## src/design/hebp_pkg.sv

```systemverilog
`timescale 1ns / 1ps
`default_nettype none

package hebp_pkg;

  // Table geometry
  localparam int SYMBOL_COUNT = 256;
  localparam int MAX_CODE_LEN = 31;
  localparam int SYM_W        = (SYMBOL_COUNT > 1) ? $clog2(SYMBOL_COUNT) : 1;
  localparam int LEN_W        = $clog2(MAX_CODE_LEN + 1);

  // Field widths fixed by the interface
  localparam int MODE_W  = 2;
  localparam int SYMIN_W = 8;
  localparam int CNT_W   = 6;
  localparam int VAL_W   = 32;
  localparam int BYTE_W  = 8;

  // Packer sizing: up to seven pending bits plus one full raw run
  localparam int RAW_MAX = 32;
  localparam int BUF_W   = BYTE_W - 1;
  localparam int WORK_W  = BUF_W + RAW_MAX;

  // Queue between the lookup front and the packer
  localparam int QUEUE_DEPTH = 4;
  localparam int QA_W        = $clog2(QUEUE_DEPTH);

  typedef enum logic [MODE_W-1:0] {
    MODE_LOAD   = 2'd0,
    MODE_ENCODE = 2'd1,
    MODE_FLUSH  = 2'd2,
    MODE_RAW    = 2'd3
  } mode_t;

  typedef struct packed {
    mode_t              mode;
    logic [SYMIN_W-1:0] symbol;
    logic [CNT_W-1:0]   bit_count;
    logic [VAL_W-1:0]   bit_value;
  } in_t;

  typedef struct packed {
    logic [BYTE_W-1:0] out_byte;
    logic              last_of_run;
  } out_t;

  // One unit of work for the packer: append bits, or pad to a byte boundary
  typedef struct packed {
    logic             pad;
    logic [CNT_W-1:0] count;
    logic [VAL_W-1:0] bits;
  } chunk_t;

  typedef struct packed {
    logic [LEN_W-1:0]        len;
    logic [MAX_CODE_LEN-1:0] code;
  } entry_t;

  // Mask of the low n bits, n up to RAW_MAX
  function automatic logic [VAL_W-1:0] low_mask(input logic [CNT_W-1:0] n);
    logic [VAL_W-1:0] ones;
    ones = '1;
    if (n >= CNT_W'(RAW_MAX)) begin
      return ones;
    end
    return ~(ones << n);
  endfunction

endpackage

`default_nettype wire

```

## src/design/hebp_back.sv

```systemverilog
`timescale 1ns / 1ps
`default_nettype none

module hebp_back (
  input  wire logic              clk,
  input  wire logic              rst,
  input  wire logic              q_valid,
  input  wire hebp_pkg::chunk_t  q_chunk,
  output logic                   q_pop,
  output logic                   empty,
  input  wire logic              pop,
  output hebp_pkg::out_t         result
);

  // Right-aligned bit accumulator; rem counts the live bits
  logic [hebp_pkg::WORK_W-1:0] work;
  logic [hebp_pkg::CNT_W-1:0]  rem;
  logic                        out_valid;
  hebp_pkg::out_t              out_reg;

  logic [hebp_pkg::WORK_W-1:0] work_next;
  logic [hebp_pkg::CNT_W-1:0]  rem_next;
  logic                        out_free;
  logic                        emit;
  logic [hebp_pkg::CNT_W-1:0]  rem_less;
  logic [hebp_pkg::CNT_W-1:0]  base_rem;
  logic [hebp_pkg::CNT_W-1:0]  pad_cnt;
  logic [hebp_pkg::CNT_W-1:0]  add_cnt;
  logic [hebp_pkg::VAL_W-1:0]  add_bits;
  logic [hebp_pkg::BUF_W-1:0]  keep_mask;
  logic [hebp_pkg::BUF_W-1:0]  keep;
  logic [hebp_pkg::WORK_W-1:0] shifted;
  logic                        take;

  // Byte emission: top eight live bits go to the output register
  assign out_free = !out_valid || pop;
  assign emit     = (rem >= hebp_pkg::CNT_W'(hebp_pkg::BYTE_W)) && out_free;
  assign rem_less = rem - hebp_pkg::CNT_W'(hebp_pkg::BYTE_W);
  assign shifted  = work >> rem_less;
  assign base_rem = emit ? rem_less : rem;

  // Next chunk joins the pending bits once fewer than a byte remain
  assign take     = q_valid && (base_rem < hebp_pkg::CNT_W'(hebp_pkg::BYTE_W));
  assign q_pop    = take;
  assign pad_cnt  = (base_rem == '0) ? '0 : hebp_pkg::CNT_W'(hebp_pkg::BYTE_W) - base_rem;
  assign add_cnt  = q_chunk.pad ? pad_cnt : q_chunk.count;
  assign add_bits = q_chunk.pad ? '0 : q_chunk.bits;
  assign keep_mask = ~({hebp_pkg::BUF_W{1'b1}} << base_rem);
  assign keep      = work[hebp_pkg::BUF_W-1:0] & keep_mask;

  always_comb begin
    work_next = work;
    rem_next  = base_rem;
    if (take) begin
      work_next = (hebp_pkg::WORK_W'(keep) << add_cnt) | hebp_pkg::WORK_W'(add_bits);
      rem_next  = base_rem + add_cnt;
    end
  end

  always_ff @(posedge clk) begin
    work <= work_next;
  end

  // Control: live bit count and output beat valid
  always_ff @(posedge clk) begin
    if (rst) begin
      rem       <= '0;
      out_valid <= 1'b0;
    end else begin
      rem <= rem_next;
      if (emit) begin
        out_valid <= 1'b1;
      end else if (pop) begin
        out_valid <= 1'b0;
      end
    end
  end

  // Last byte of an item: fewer than a byte stays behind
  always_ff @(posedge clk) begin
    if (emit) begin
      out_reg <= '{out_byte: shifted[hebp_pkg::BYTE_W-1:0],
                   last_of_run: rem_less < hebp_pkg::CNT_W'(hebp_pkg::BYTE_W)};
    end
  end

  assign empty  = !out_valid;
  assign result = out_reg;

endmodule

`default_nettype wire

```

## config.mk

```make
export PLATFORM = sky130hd
export DESIGN_NAME = hebp_back
export DESIGN_NICKNAME = d
export VERILOG_FILES = /design/src/design/hebp_pkg.sv /design/src/design/hebp_back.sv
export SDC_FILE = /design/constraint.sdc
export NUM_CORES = 1
export LEC_CHECK = 0
export BUFFER_PORTS_ARGS = -buffer_cell sky130_fd_sc_hd__buf_2
export CAP_MARGIN = 30
export CORE_ASPECT_RATIO = 0.6
export CORE_MARGIN = 2
export CORE_UTILIZATION = 50
export DETAILED_ROUTE_END_ITERATION = 8
export PLACE_DENSITY = 0.7
export SYNTH_ARGS = -nofsm -noshare
export SYNTH_HDL_FRONTEND = slang
export SYNTH_SLANG_ARGS = --single-unit
```

## constraint.sdc

```tcl
create_clock -name clk -period 5.3 [get_ports clk]
set_input_delay 0.53 -clock clk [delete_from_list [all_inputs] [get_ports clk]]
set_output_delay 0.53 -clock clk [all_outputs]
set_load 0.01 [all_outputs]
```

==> results.cfg <==
[worst_hold_path]
min_path_type = in2reg
min_path_cells = 2
holdPathEnd = work[0]
min-delay-start = q_chunk[0]

[timing]
final.setup_skew_ps = 11.2
worst_slack_ps = 679
tns_ps = 0
tightest_slew_ps = 1010
slew_violations = 0
fin_crit_ps = 4620
setup_viol = 0
rsz0062_at_grt = false
maxSlewHeadroom_pct = 32.4
min_period_over_period_pct = 87.2
hold_violations = 0
max_freq_ghz = 0.216

[detailed_routing]
ant_nets = 0
drt_iter0_drc = 482
avgViaCountPerCell = 6.65
first_pass_iters = 5
drt-total-wl_um = 13500
drc = 0
num_vias = 4128
wl_per_cell_um = 21.7

[yosys]
synthCells = 454
synthArstFlopShare_pct = 0
ys.flop_type = edfxtp_1
ys_seq_elements = 55
yosysMostFrequentCell = edfxtp_1
yosysTopAreaCellShare_pct = 30.7
synth_common_cells = 48 x edfxtp_1, 45 x nand2_1, 31 x mux2i_1
synth_fp_nets = 505
synth_top_cell_by_area = edfxtp_1
ys_types = 65
yosysWarnings = 0
syn-cell-area_mm2 = 0.00469
synth_edf_count = 48
synthTopCellsByArea = edfxtp_1 31%, mux4_2 13%, mux2i_1 6.6%
syn_area_per_cell_um2 = 10.3
yosysSeqAreaShare_pct = 33.7

[floorplan]
io_pins = 54
rows = 27
die_height_um = 79.0
die_area_mm2 = 0.0102
start_util_pct = 51.3
coreArea_mm2 = 0.00916
fp.dieW_um = 129

[cells_and_area]
nNetsFinal = 541
n_fill_cell = 799
syn_to_final_growth_pct = 10.9
final_cell_area_mm2 = 0.00520
layout-drive-gt1-share_pct = 25.3
n_antenna_cell = 0

[worst_setup_path]
path_max_fanout = 18
r2r_start = rem[3]
rr_worst_depth = 9
cp-end-kind = primary output
reg2reg_slack_ps = 760
crit_type = reg2out
crit_arrival_ps = 4090
max_stage_delay_ps = 910
crit_slowest_cell = ha_1
crit_chain = inv_1 -> ha_1 -> nand2_1 -> nor3_1 -> or2_4 -> nand2_1 -> inv_1 -> buf_2
cp.required_ps = 4770
critPathLaunchType = flop
reg2reg_to = work[33]

[cts]
clk_latency_ps = 310
cts.htree.levels = 2
ctsHoldBuffers = 0
postCtsResizedCells = 0
cts.sinks = 55
ctsRootBufferMaster = clkbuf_16
postCtsSetupBuffers = 0
clk_pin_slew_worst_paths_ps = 80
clockBufferDepth = 2
cts_tree = yes
numCtsBuffers = 5

[power]
p_leak_nw = 1.88
p_per_area_mw_per_mm2 = 646
power_w = 0.00336
ir_drop_mv = 0.226

[global_route]
antenna_found_initial = 0
grt_max_degree = 57
grt_pass1_vias = 3667
gr-usage-all-layers_pct = 27.4
grt_pass1_wl_um = 20800
grt_overflow_total = 0

[place]
placed_area_mm2 = 0.00504
hpwl_um = 10300
place_congestion = 0.930
io_buffer_count = 53
preCtsSetupSlack_ps = 856

[outcome]
status = complete, no violations

[job]
max_cap_viol_count = 0
-- worst max-delay path: cells and delay by family (launching register included) --
kind	cells	cell delay, ps
adder cells (fa/ha/maj)	1	910
AND/OR/NAND/NOR	4	1290
buffers and inverters	3	930
flip-flops	1	650
-- flip-flops by register name, indices dropped and copies added (netlist names) --
signal	count
rem	6
work	39
result	9
out_valid	1
-- report_power, final --
| part | leakage (nW) | switching (W) | total (W) | internal [W] |
|---|---|---|---|---|
| Sequential | 0.523 | 0.000175 | 0.000886 | 0.000711 |
| Combinational | 1.28 | 0.00126 | 0.00211 | 0.000856 |
| Clock | 0.0772 | 0.000178 | 0.000361 | 0.000183 |
| Total | 1.88 | 0.00161 | 0.00336 | 0.00175 |
-- area by class of cell --
type                            instances  area (um2)  area share [%]
Inverter                               17        63.8            1.23
Sequential cell                        55        1580            30.5
Multi-Input combinational cell        350        2910            55.9
Clock inverter                          3        33.8           0.650
Tap cell                              130         163            3.13
Clock buffer                            5         125            2.41
Timing Repair Buffer                   61         325            6.25
-- how the worst max path moves through the flow --
stage / endpoint / depth (start not counted) / slack (ps) / start
2_1_floorplan: q_pop / 10 / 1580 / rem[3]
3_3_place_gp: rem[4] / 10 / 1020 / rem[3]
3_5_place_dp: rem[4] / 10 / 860 / rem[3]
4_1_cts: q_pop / 8 / 730 / rem[3]
5_1_grt: q_pop / 8 / 410 / rem[3]
6_report: q_pop / 8 / 680 / rem[3]
-- metrics by stage --
stage / util (%) / instances / hold WS, ps
finish: 56.8 / 621 / 493
global route: 56.8 / 621 / 497
CTS: 56.8 / 621 / 497
detailed placement: 55.1 / 613 / 488
global placement: 55.1 / 613 / 476
floorplan: - / 454 / 620
-- cell families (layout without fill, tap and decap cells) --
kind of cell / Yosys count / in the layout / share of synthesized area [%]
xor gates and xnor gates: 6 / 6 / 1.12
muxes: 70 / 70 / 22.7
buffers and inverters: 49 / 86 / 4.35
DFF: 55 / 55 / 33.7
and+or+nand+nor: 132 / 132 / 14.2
AOI/OAI and AO/OA: 134 / 134 / 21.7
adders and majority gates: 8 / 8 / 2.29
-- per-layer routing --
metal / vias to the layer above / wire length, um / track usage, %
li1: 1872 / - / -
met4: 0 / 141 / 5.11
met1: 1972 / 6470 / 44.1
met3: 19 / 1500 / 6.74
met2: 265 / 5350 / 36.8
met5: - / 0 / 0
-- placed cells by master, fill, tap and decap left out, drive strengths merged, types with 3 or more instances in the layout --
cell type,synthesis,layout
mux2i,31,31
nor2,29,29
o2bb2ai,10,10
a221o,4,4
xnor2,3,3
or4,3,3
inv,15,16
o21a,5,5
a31oi,5,5
ha,7,7
nand4,3,3
buf,15,61
and3,3,3
a211oi,6,6
nand3,6,6
o221ai,15,15
mux2,11,11
clkinv,2,4
a22oi,4,4
nand2b,5,5
nor3,12,12
o211ai,3,3
dfxtp,7,7
a21o,4,4
xor2,3,3
or3,5,5
clkbuf,17,5
nand2,45,45
o21ai,14,14
o22ai,12,12
a21oi,26,26
mux4,28,28
o31ai,5,5
nor2b,12,12
nor4,3,3
edfxtp,48,48
a22o,8,8
Power figures use the tool's default switching activity.
