===== config.mk =====
export PLATFORM = sky130hd
export DESIGN_NAME = hebp_fifo
export DESIGN_NICKNAME = d
export VERILOG_FILES = /design/src/design/hebp_pkg.sv /design/src/design/hebp_fifo.sv
export SDC_FILE = /design/constraint.sdc
export NUM_CORES = 1
export LEC_CHECK = 0
export BUFFER_PORTS_ARGS = -buffer_cell sky130_fd_sc_hd__buf_2
export CAP_MARGIN = 40
export CORE_ASPECT_RATIO = 1.25
export CORE_MARGIN = 2
export CORE_UTILIZATION = 61
export DETAILED_ROUTE_END_ITERATION = 6
export GPL_TIMING_DRIVEN = 1
export PLACE_DENSITY = 0.84
export SYNTH_ARGS = -nofsm -noshare
export SYNTH_HDL_FRONTEND = slang
export SYNTH_SLANG_ARGS = --single-unit

===== constraint.sdc =====
create_clock -name clk -period 4 [get_ports clk]
set_input_delay 0.8 -clock clk [delete_from_list [all_inputs] [get_ports clk]]
set_output_delay 0.8 -clock clk [all_outputs]
set_load 0.05 [all_outputs]

===== src/design/hebp_pkg.sv =====
`timescale 1ns / 1ps
`default_nettype none

package hebp_pkg;

  // Table geometry
  localparam int SYMBOL_COUNT = 256;
  localparam int MAX_CODE_LEN = 31;
  localparam int SYM_W        = (SYMBOL_COUNT > 1) ? $clog2(SYMBOL_COUNT) : 1;
  localparam int LEN_W        = $clog2(MAX_CODE_LEN + 1);

  // Field widths fixed by the interface
  localparam int MODE_W  = 2;
  localparam int SYMIN_W = 8;
  localparam int CNT_W   = 6;
  localparam int VAL_W   = 32;
  localparam int BYTE_W  = 8;

  // Packer sizing: up to seven pending bits plus one full raw run
  localparam int RAW_MAX = 32;
  localparam int BUF_W   = BYTE_W - 1;
  localparam int WORK_W  = BUF_W + RAW_MAX;

  // Queue between the lookup front and the packer
  localparam int QUEUE_DEPTH = 4;
  localparam int QA_W        = $clog2(QUEUE_DEPTH);

  typedef enum logic [MODE_W-1:0] {
    MODE_LOAD   = 2'd0,
    MODE_ENCODE = 2'd1,
    MODE_FLUSH  = 2'd2,
    MODE_RAW    = 2'd3
  } mode_t;

  typedef struct packed {
    mode_t              mode;
    logic [SYMIN_W-1:0] symbol;
    logic [CNT_W-1:0]   bit_count;
    logic [VAL_W-1:0]   bit_value;
  } in_t;

  typedef struct packed {
    logic [BYTE_W-1:0] out_byte;
    logic              last_of_run;
  } out_t;

  // One unit of work for the packer: append bits, or pad to a byte boundary
  typedef struct packed {
    logic             pad;
    logic [CNT_W-1:0] count;
    logic [VAL_W-1:0] bits;
  } chunk_t;

  typedef struct packed {
    logic [LEN_W-1:0]        len;
    logic [MAX_CODE_LEN-1:0] code;
  } entry_t;

  // Mask of the low n bits, n up to RAW_MAX
  function automatic logic [VAL_W-1:0] low_mask(input logic [CNT_W-1:0] n);
    logic [VAL_W-1:0] ones;
    ones = '1;
    if (n >= CNT_W'(RAW_MAX)) begin
      return ones;
    end
    return ~(ones << n);
  endfunction

endpackage

`default_nettype wire


===== src/design/hebp_fifo.sv =====
`timescale 1ns / 1ps
`default_nettype none

module hebp_fifo (
  input  wire logic              clk,
  input  wire logic              rst,
  input  wire logic              wr_valid,
  input  wire hebp_pkg::chunk_t  wr_data,
  output logic                   wr_ready,
  output logic                   rd_valid,
  output hebp_pkg::chunk_t       rd_data,
  input  wire logic              rd_pop
);

  hebp_pkg::chunk_t           slots [hebp_pkg::QUEUE_DEPTH];
  logic [hebp_pkg::QA_W-1:0]  wr_ptr;
  logic [hebp_pkg::QA_W-1:0]  rd_ptr;
  logic [hebp_pkg::QA_W:0]    fill;
  logic                       do_wr;
  logic                       do_rd;

  // Ready looks only at registered fill, so no path from the pop side
  assign wr_ready = fill != (hebp_pkg::QA_W + 1)'(hebp_pkg::QUEUE_DEPTH);
  assign rd_valid = fill != '0;
  assign rd_data  = slots[rd_ptr];
  assign do_wr    = wr_valid && wr_ready;
  assign do_rd    = rd_pop && rd_valid;

  always_ff @(posedge clk) begin
    if (do_wr) begin
      slots[wr_ptr] <= wr_data;
    end
  end

  // Pointers and fill level
  always_ff @(posedge clk) begin
    if (rst) begin
      wr_ptr <= '0;
      rd_ptr <= '0;
      fill   <= '0;
    end else begin
      if (do_wr) begin
        wr_ptr <= (wr_ptr == hebp_pkg::QA_W'(hebp_pkg::QUEUE_DEPTH - 1)) ? '0 : wr_ptr + 1'b1;
      end
      if (do_rd) begin
        rd_ptr <= (rd_ptr == hebp_pkg::QA_W'(hebp_pkg::QUEUE_DEPTH - 1)) ? '0 : rd_ptr + 1'b1;
      end
      if (do_wr && !do_rd) begin
        fill <= fill + 1'b1;
      end else if (do_rd && !do_wr) begin
        fill <= fill - 1'b1;
      end
    end
  end

endmodule

`default_nettype wire


==> flow_metrics.py, run 1 <==
metrics = {
    "setup_path": {
        "path_delay_family": "flip-flops",
        "worstPathArrival_ns": 2.15,
        "end_kind": "output port",
        "setup.worst_path.start_class": "flip-flop",
        "rr_startpoint": "fill[0]$_SDFFE_PP0P_",
        "crit_type": "flip-flop to output port",
        "cp_slowest_cell": "dfxtp_4",
        "required_ns": 3.20,
        "cp_max_fo": 39,
        "r2r_slack_ns": 1.51,
        "worstRegToRegCells": 7,
        "cp_slowest_stage_delay_ns": 0.86,
        "path_buf_inv": 1,
        "worstReg2RegEnd": "fill[2]$_SDFFE_PP0P_",
        "cp_cell_sequence": "mux4_2 -> buf_2",
    },
    "route": {
        "antenna_left": 0,
        "routed_via_density": 5.756,
        "drc": 0,
        "routedWlPerCell_um": 21.42,
        "drt-initial-drc-count": 220,
        "first_pass_iters": 4,
        "routed-via-count": 2780,
        "drt_wl_total_um": 10340,
    },
    "timing": {
        "slew_headroom": 0.4835,
        "setup_violations": 0,
        "slew_viol_final": 0,
        "fin_crit_sh": 0.7368,
        "grt_setup_unrepaired": "no",
        "clock-skew-final_ns": 0.005687,
        "timing.fmax_mhz": 339.3,
        "worstMarginPinSlew_ns": 0.7748,
        "fin_setup_tns_ns": 0,
        "min_period_ns": 2.947,
        "timing.final.hold_violations": 0,
    },
    "synth": {
        "syn_nets": 301,
        "ys_async_sr_fraction": 0,
        "synth_ff_type": "edfxtp_1",
        "syn_inst": 251,
        "ys_top_cells_by_area": "edfxtp_1, mux4_2, dfxtp_1",
        "synth_top_area_frac": 0.7693,
        "ys_ff_latch": 165,
        "netlist_area_mm2": 0.006090,
        "yosys.area.top_type": "edfxtp_1",
        "ys_seq_area_frac": 0.7988,
        "yosysWarnings": 0,
        "synth_cell_types": 26,
        "syn_area_per_cell_um2": 24.26,
        "synth_edf_count": 156,
    },
    "clocking": {
        "cts_sinks": 165,
        "cts_setup_buffers": 0,
        "cts_made_buffers": 17,
        "clock_path_buffers": 2,
        "cts_tree": "done",
        "cts_root_buf": "clkbuf_16",
        "h-tree-depth": 4,
        "ctsResizeCount": 0,
        "clk_pin_slew_worst_paths_ns": 0.06,
        "cts_hold_buf": 0,
        "clk_latency_ns": 0.41,
    },
    "power_and_ir_drop": {
        "total_power_uw": 5094,
        "irDropWorstVdd_v": 0.0005902,
        "p_leak_uw": 0.002490,
        "cellPowerDensity_mw_per_mm2": 701.9,
    },
    "status": {
        "status": "finished, final reports clean",
    },
    "floorplanning": {
        "die-height_um": 115.7,
        "std_cell_rows": 40,
        "dieWidth_um": 93.37,
        "initial_core_util": 0.6304,
        "boundaryPins": 84,
        "coreArea_mm2": 0.009659,
        "die_area_mm2": 0.01080,
    },
    "finish": {
        "drive_above_1_share": 0.4566,
        "layout_common_cells": "edfxtp_1, buf_2, mux4_2",
        "syn2layout_area_growth_pct": 19.17,
        "n_antenna_cell": 0,
        "final_common_cell": "edfxtp_1",
        "fin_nets": 398,
        "filler_cell_count": 540,
    },
    "worst_hold_path": {
        "hp-start": "rd_ptr[0]$_SDFFE_PP0P_",
        "hp-class": "flip-flop to flip-flop",
        "min_path_cells": 2,
    },
    "global_route": {
        "grt_max_degree": 40,
        "grt_overflow": 0,
        "grt.total_usage": 0.2103,
        "grt_pass1_vias": 2870,
        "grt_pass1_wl_um": 15880,
        "antenna_found_initial": 0,
    },
    "placement": {
        "dp_hpwl_um": 6229,
        "gp_congestion": 0.7536,
        "io_buffers": 83,
    },
    "run": {
        "cap_violations": 0,
    },
}
logic make-up after synthesis:
kind of cell               count (synthesis)  synth area share
adders and majority gates                  7           0.01562
buffers and inverters                     13           0.01027
xor gates and xnor gates                   2          0.002877
DFF                                      165            0.7988
muxes                                     42            0.1492
and+or+nand+nor                           17           0.01746
AOI/OAI and AO/OA                          5          0.005752
tightest hold or removal path: cells and delay by family, from the launching register on:
kind               cells  cell delay (ns)
AOI/OAI and AO/OA      1             0.07
DFF                    1             0.33
and+or+nand+nor        1             0.06
registers in the layout (all words and copies together) (netlist names), named ones only:
register,cells
rd_ptr,2
fill,3
wr_ptr,2
slots,156
power breakdown:
part	leakage, uW	internal, uW	switching (uW)	total (uW)
clock network	0.000261	900	600	1500
registers	0.00150	2100	138	2240
logic	0.000724	447	911	1360
total	0.00249	3450	1650	5090
layout make-up:
type | instances | area, um2 | share of cell area
inverter | 3 | 11.26 | 0.001552
timing repair buffer | 88 | 515.5 | 0.07103
clock inverter | 10 | 111.4 | 0.01534
sequential | 165 | 4870 | 0.6710
clock buffer | 18 | 429.2 | 0.05914
tap | 126 | 157.7 | 0.02172
multi-input combinational | 73 | 1162 | 0.1602
layer usage:
layer / vias to the layer above / wire length, um / GRT usage
li1: 1254 / - / -
met1: 1423 / 4194 / 0.2749
met2: 86 / 5432 / 0.3338
met3: 17 / 527 / 0.06112
met4: 0 / 190 / 0.09706
met5: - / 0 / 0
worst max path at each step:
stage / endpoint / depth (start not counted)
final: rd_data[27] / 2
after global routing: rd_data[34] / 2
after CTS: rd_data[34] / 2
after detailed placement: fill[2]$_SDFFE_PP0P_ / 8
after global placement: rd_data[25] / 2
after floorplan: fill[2]$_SDFFE_PP0P_ / 9
through the flow:
stage	setup WS [ns]	utilization	cells	instance area [um2]	hold WS (ns)
floorplan	1.616	-	251	6090	0.4634
global placement	1.430	0.6850	450	6616	0.4678
detailed placement	1.387	0.6953	455	6716	0.4826
CTS	0.9718	0.7513	483	7257	0.5059
global route	0.8947	0.7513	483	7257	0.5259
finish	1.053	0.7513	483	7257	0.5067
synth_stat cells (2+ instances only):
library cell	number
nor2_1	3
clkbuf_1	3
inv_1	3
buf_4	2
xor2_1	2
a21oi_1	2
dfxtp_1	9
buf_2	4
edfxtp_1	156
ha_1	6
nand2b_1	2
mux2i_1	3
and3_2	4
or3_2	2
mux4_2	39
Note: power is estimated with default switching activity, not from simulation.
==> run 2: changes to the inputs <==
--- a/config.mk
+++ b/config.mk
@@ -9,10 +9,10 @@
 export CAP_MARGIN = 40
 export CORE_ASPECT_RATIO = 1.25
 export CORE_MARGIN = 2
-export CORE_UTILIZATION = 61
+export CORE_UTILIZATION = 51
 export DETAILED_ROUTE_END_ITERATION = 6
 export GPL_TIMING_DRIVEN = 1
-export PLACE_DENSITY = 0.84
+export PLACE_DENSITY = 0.75
 export SYNTH_ARGS = -nofsm -noshare
 export SYNTH_HDL_FRONTEND = slang
 export SYNTH_SLANG_ARGS = --single-unit
==> constraint.sdc (replaced) <==
create_clock -name clk -period 2.71 [get_ports clk]
set_input_delay 0.542 -clock clk [delete_from_list [all_inputs] [get_ports clk]]
set_output_delay 0.542 -clock clk [all_outputs]
set_load 0.05 [all_outputs]
==> flow_metrics.py, run 2 (synthesis gave the netlist of run 1 again) <==
metrics = {
    "status": {
        "status": "finished, final reports clean",
    },
    "finish": {
        "drive_above_1_share": 0.4725,
        "reg.largest.list": "slots x156, fill x3",
        "final_common_cell": "edfxtp_1",
        "fin_area_mm2": 0.007372,
        "utilization": 0.6346,
        "layout_common_cells": "edfxtp_1, buf_2, mux4_2",
        "largest_register": "slots",
        "syn2layout_area_growth_pct": 21.06,
        "fin_nets": 401,
        "largest_register_ffs": 156,
    },
    "worst_hold_path": {
        "hp-class": "input port to flip-flop",
    },
    "power_and_ir_drop": {
        "irDropWorstVdd_v": 0.0007923,
        "p_leak_uw": 0.002517,
        "cellPowerDensity_mw_per_mm2": 1033,
    },
    "timing": {
        "fin_crit_sh": 0.8777,
        "worstMarginPinSlew_ns": 0.6201,
        "clock-skew-final_ns": 0.008984,
        "min_period_ns": 2.378,
        "timing.fmax_mhz": 420.4,
        "whs_ns": 0.3354,
        "final.setup.worst_slack_ns": 0.3315,
        "slew_viol_final": 0,
        "setup_violations": 0,
        "grt_setup_unrepaired": "no",
        "fin_setup_tns_ns": 0,
        "slew_headroom": 0.5866,
        "timing.final.hold_violations": 0,
    },
    "route": {
        "antenna_left": 0,
        "drc": 0,
        "routed_via_density": 5.278,
        "routed-via-count": 2787,
        "routedWlPerCell_um": 18.93,
        "drt_wl_total_um": 9993,
        "first_pass_iters": 4,
        "drt-initial-drc-count": 144,
    },
    "clocking": {
        "cts_hold_buf": 0,
        "cts_tree": "done",
        "cts_root_buf": "clkbuf_16",
        "h-tree-depth": 4,
        "clock_path_buffers": 2,
        "cts_made_buffers": 17,
        "cts_setup_buffers": 0,
        "cts_sinks": 165,
        "clk_pin_slew_worst_paths_ns": 0.06,
        "ctsResizeCount": 0,
        "clk_latency_ns": 0.42,
    },
    "setup_path": {
        "path_delay_family": "multiplexers",
        "setup.worst_path.start_class": "flip-flop",
        "path_buf_inv": 2,
        "required_ns": 2.17,
        "worstPathArrival_ns": 1.84,
        "end_kind": "output port",
        "cp_slowest_cell": "mux4_2",
        "cp_max_fo": 13,
        "cp_cell_sequence": "buf_4 -> mux4_2 -> buf_2",
        "cp_slowest_stage_delay_ns": 0.55,
        "crit_type": "flip-flop to output port",
    },
    "placement": {
        "dp_hpwl_um": 6097,
        "place_area_mm2": 0.006783,
        "dpl_worst_slack_ns": 0.3525,
        "gp_congestion": 0.7032,
        "io_buffers": 83,
    },
    "floorplanning": {
        "initial_core_util": 0.5242,
        "die-height_um": 126.2,
        "dieWidth_um": 101.7,
        "std_cell_rows": 44,
        "coreArea_mm2": 0.01162,
        "die_area_mm2": 0.01284,
        "boundaryPins": 84,
    },
    "global_route": {
        "grt.total_usage": 0.1712,
        "grt_pass1_vias": 2910,
        "grt_max_degree": 27,
        "antenna_found_initial": 4,
        "grt_overflow": 0,
        "grt_pass1_wl_um": 15610,
    },
    "run": {
        "cap_violations": 0,
    },
}
==> run 2: final timing paths <==
kind                            slack (ns)                   start  cells past startpoint                     to
worst max-delay path                  0.33               flip-flop                      3             rd_data[6]
worst min-delay path                  0.34              wr_data[9]                      1  slots[1][9]$_DFFE_PP_
worst max register to register        0.34    fill[0]$_SDFFE_PP0P_                      7   fill[2]$_SDFFE_PP0P_
worst min register to register        0.50  rd_ptr[0]$_SDFFE_PP0P_                      2              flip-flop
==> run 2: worst reg2reg max path, stage by stage (launching register included) <==
cell and delay, ns:
dfxtp_1 0.36, o31ai_1 0.48, ha_1 0.29, inv_1 0.06, fa_1 0.37, xor2_1 0.17
or3_2 0.41, a21oi_1 0.15
==> run 2: final cells by class <==
| cell class | instances | area, um2 |
|---|---|---|
| clock inverters | 15 | 156.4 |
| well taps | 161 | 201.4 |
| clock buffers | 17 | 425.4 |
| inverters | 3 | 11.26 |
| fillers | 808 | 4244 |
| flip-flops and latches | 165 | 4870 |
| repair buffers | 91 | 538.0 |
| diodes | 3 | 7.507 |
| multi-input cells | 73 | 1162 |
==> run 2: through the flow <==
stage | power (uW) | instances
after global placement | 5365 | 493
after floorplan | 4883 | 251
after detailed placement | 5410 | 493
after global routing | 7913 | 527
final | 7619 | 528
after CTS | 7705 | 525
==> run 2: metal layers <==
metal | global-route usage | vias to the layer above | share of wire
met2 | 0.2693 | 79 | 0.52
li1 | - | 1260 | -
met3 | 0.05771 | 23 | 0.053
met5 | 0 | - | 0.0011
met1 | 0.2092 | 1423 | 0.39
met4 | 0.09062 | 2 | 0.031
==> run 2: power breakdown <==
| group | internal (uW) | switching, uW |
|---|---|---|
| sequential | 3100 | 89.4 |
| clock | 1360 | 941 |
| combinational | 684 | 1450 |
| total | 5140 | 2480 |
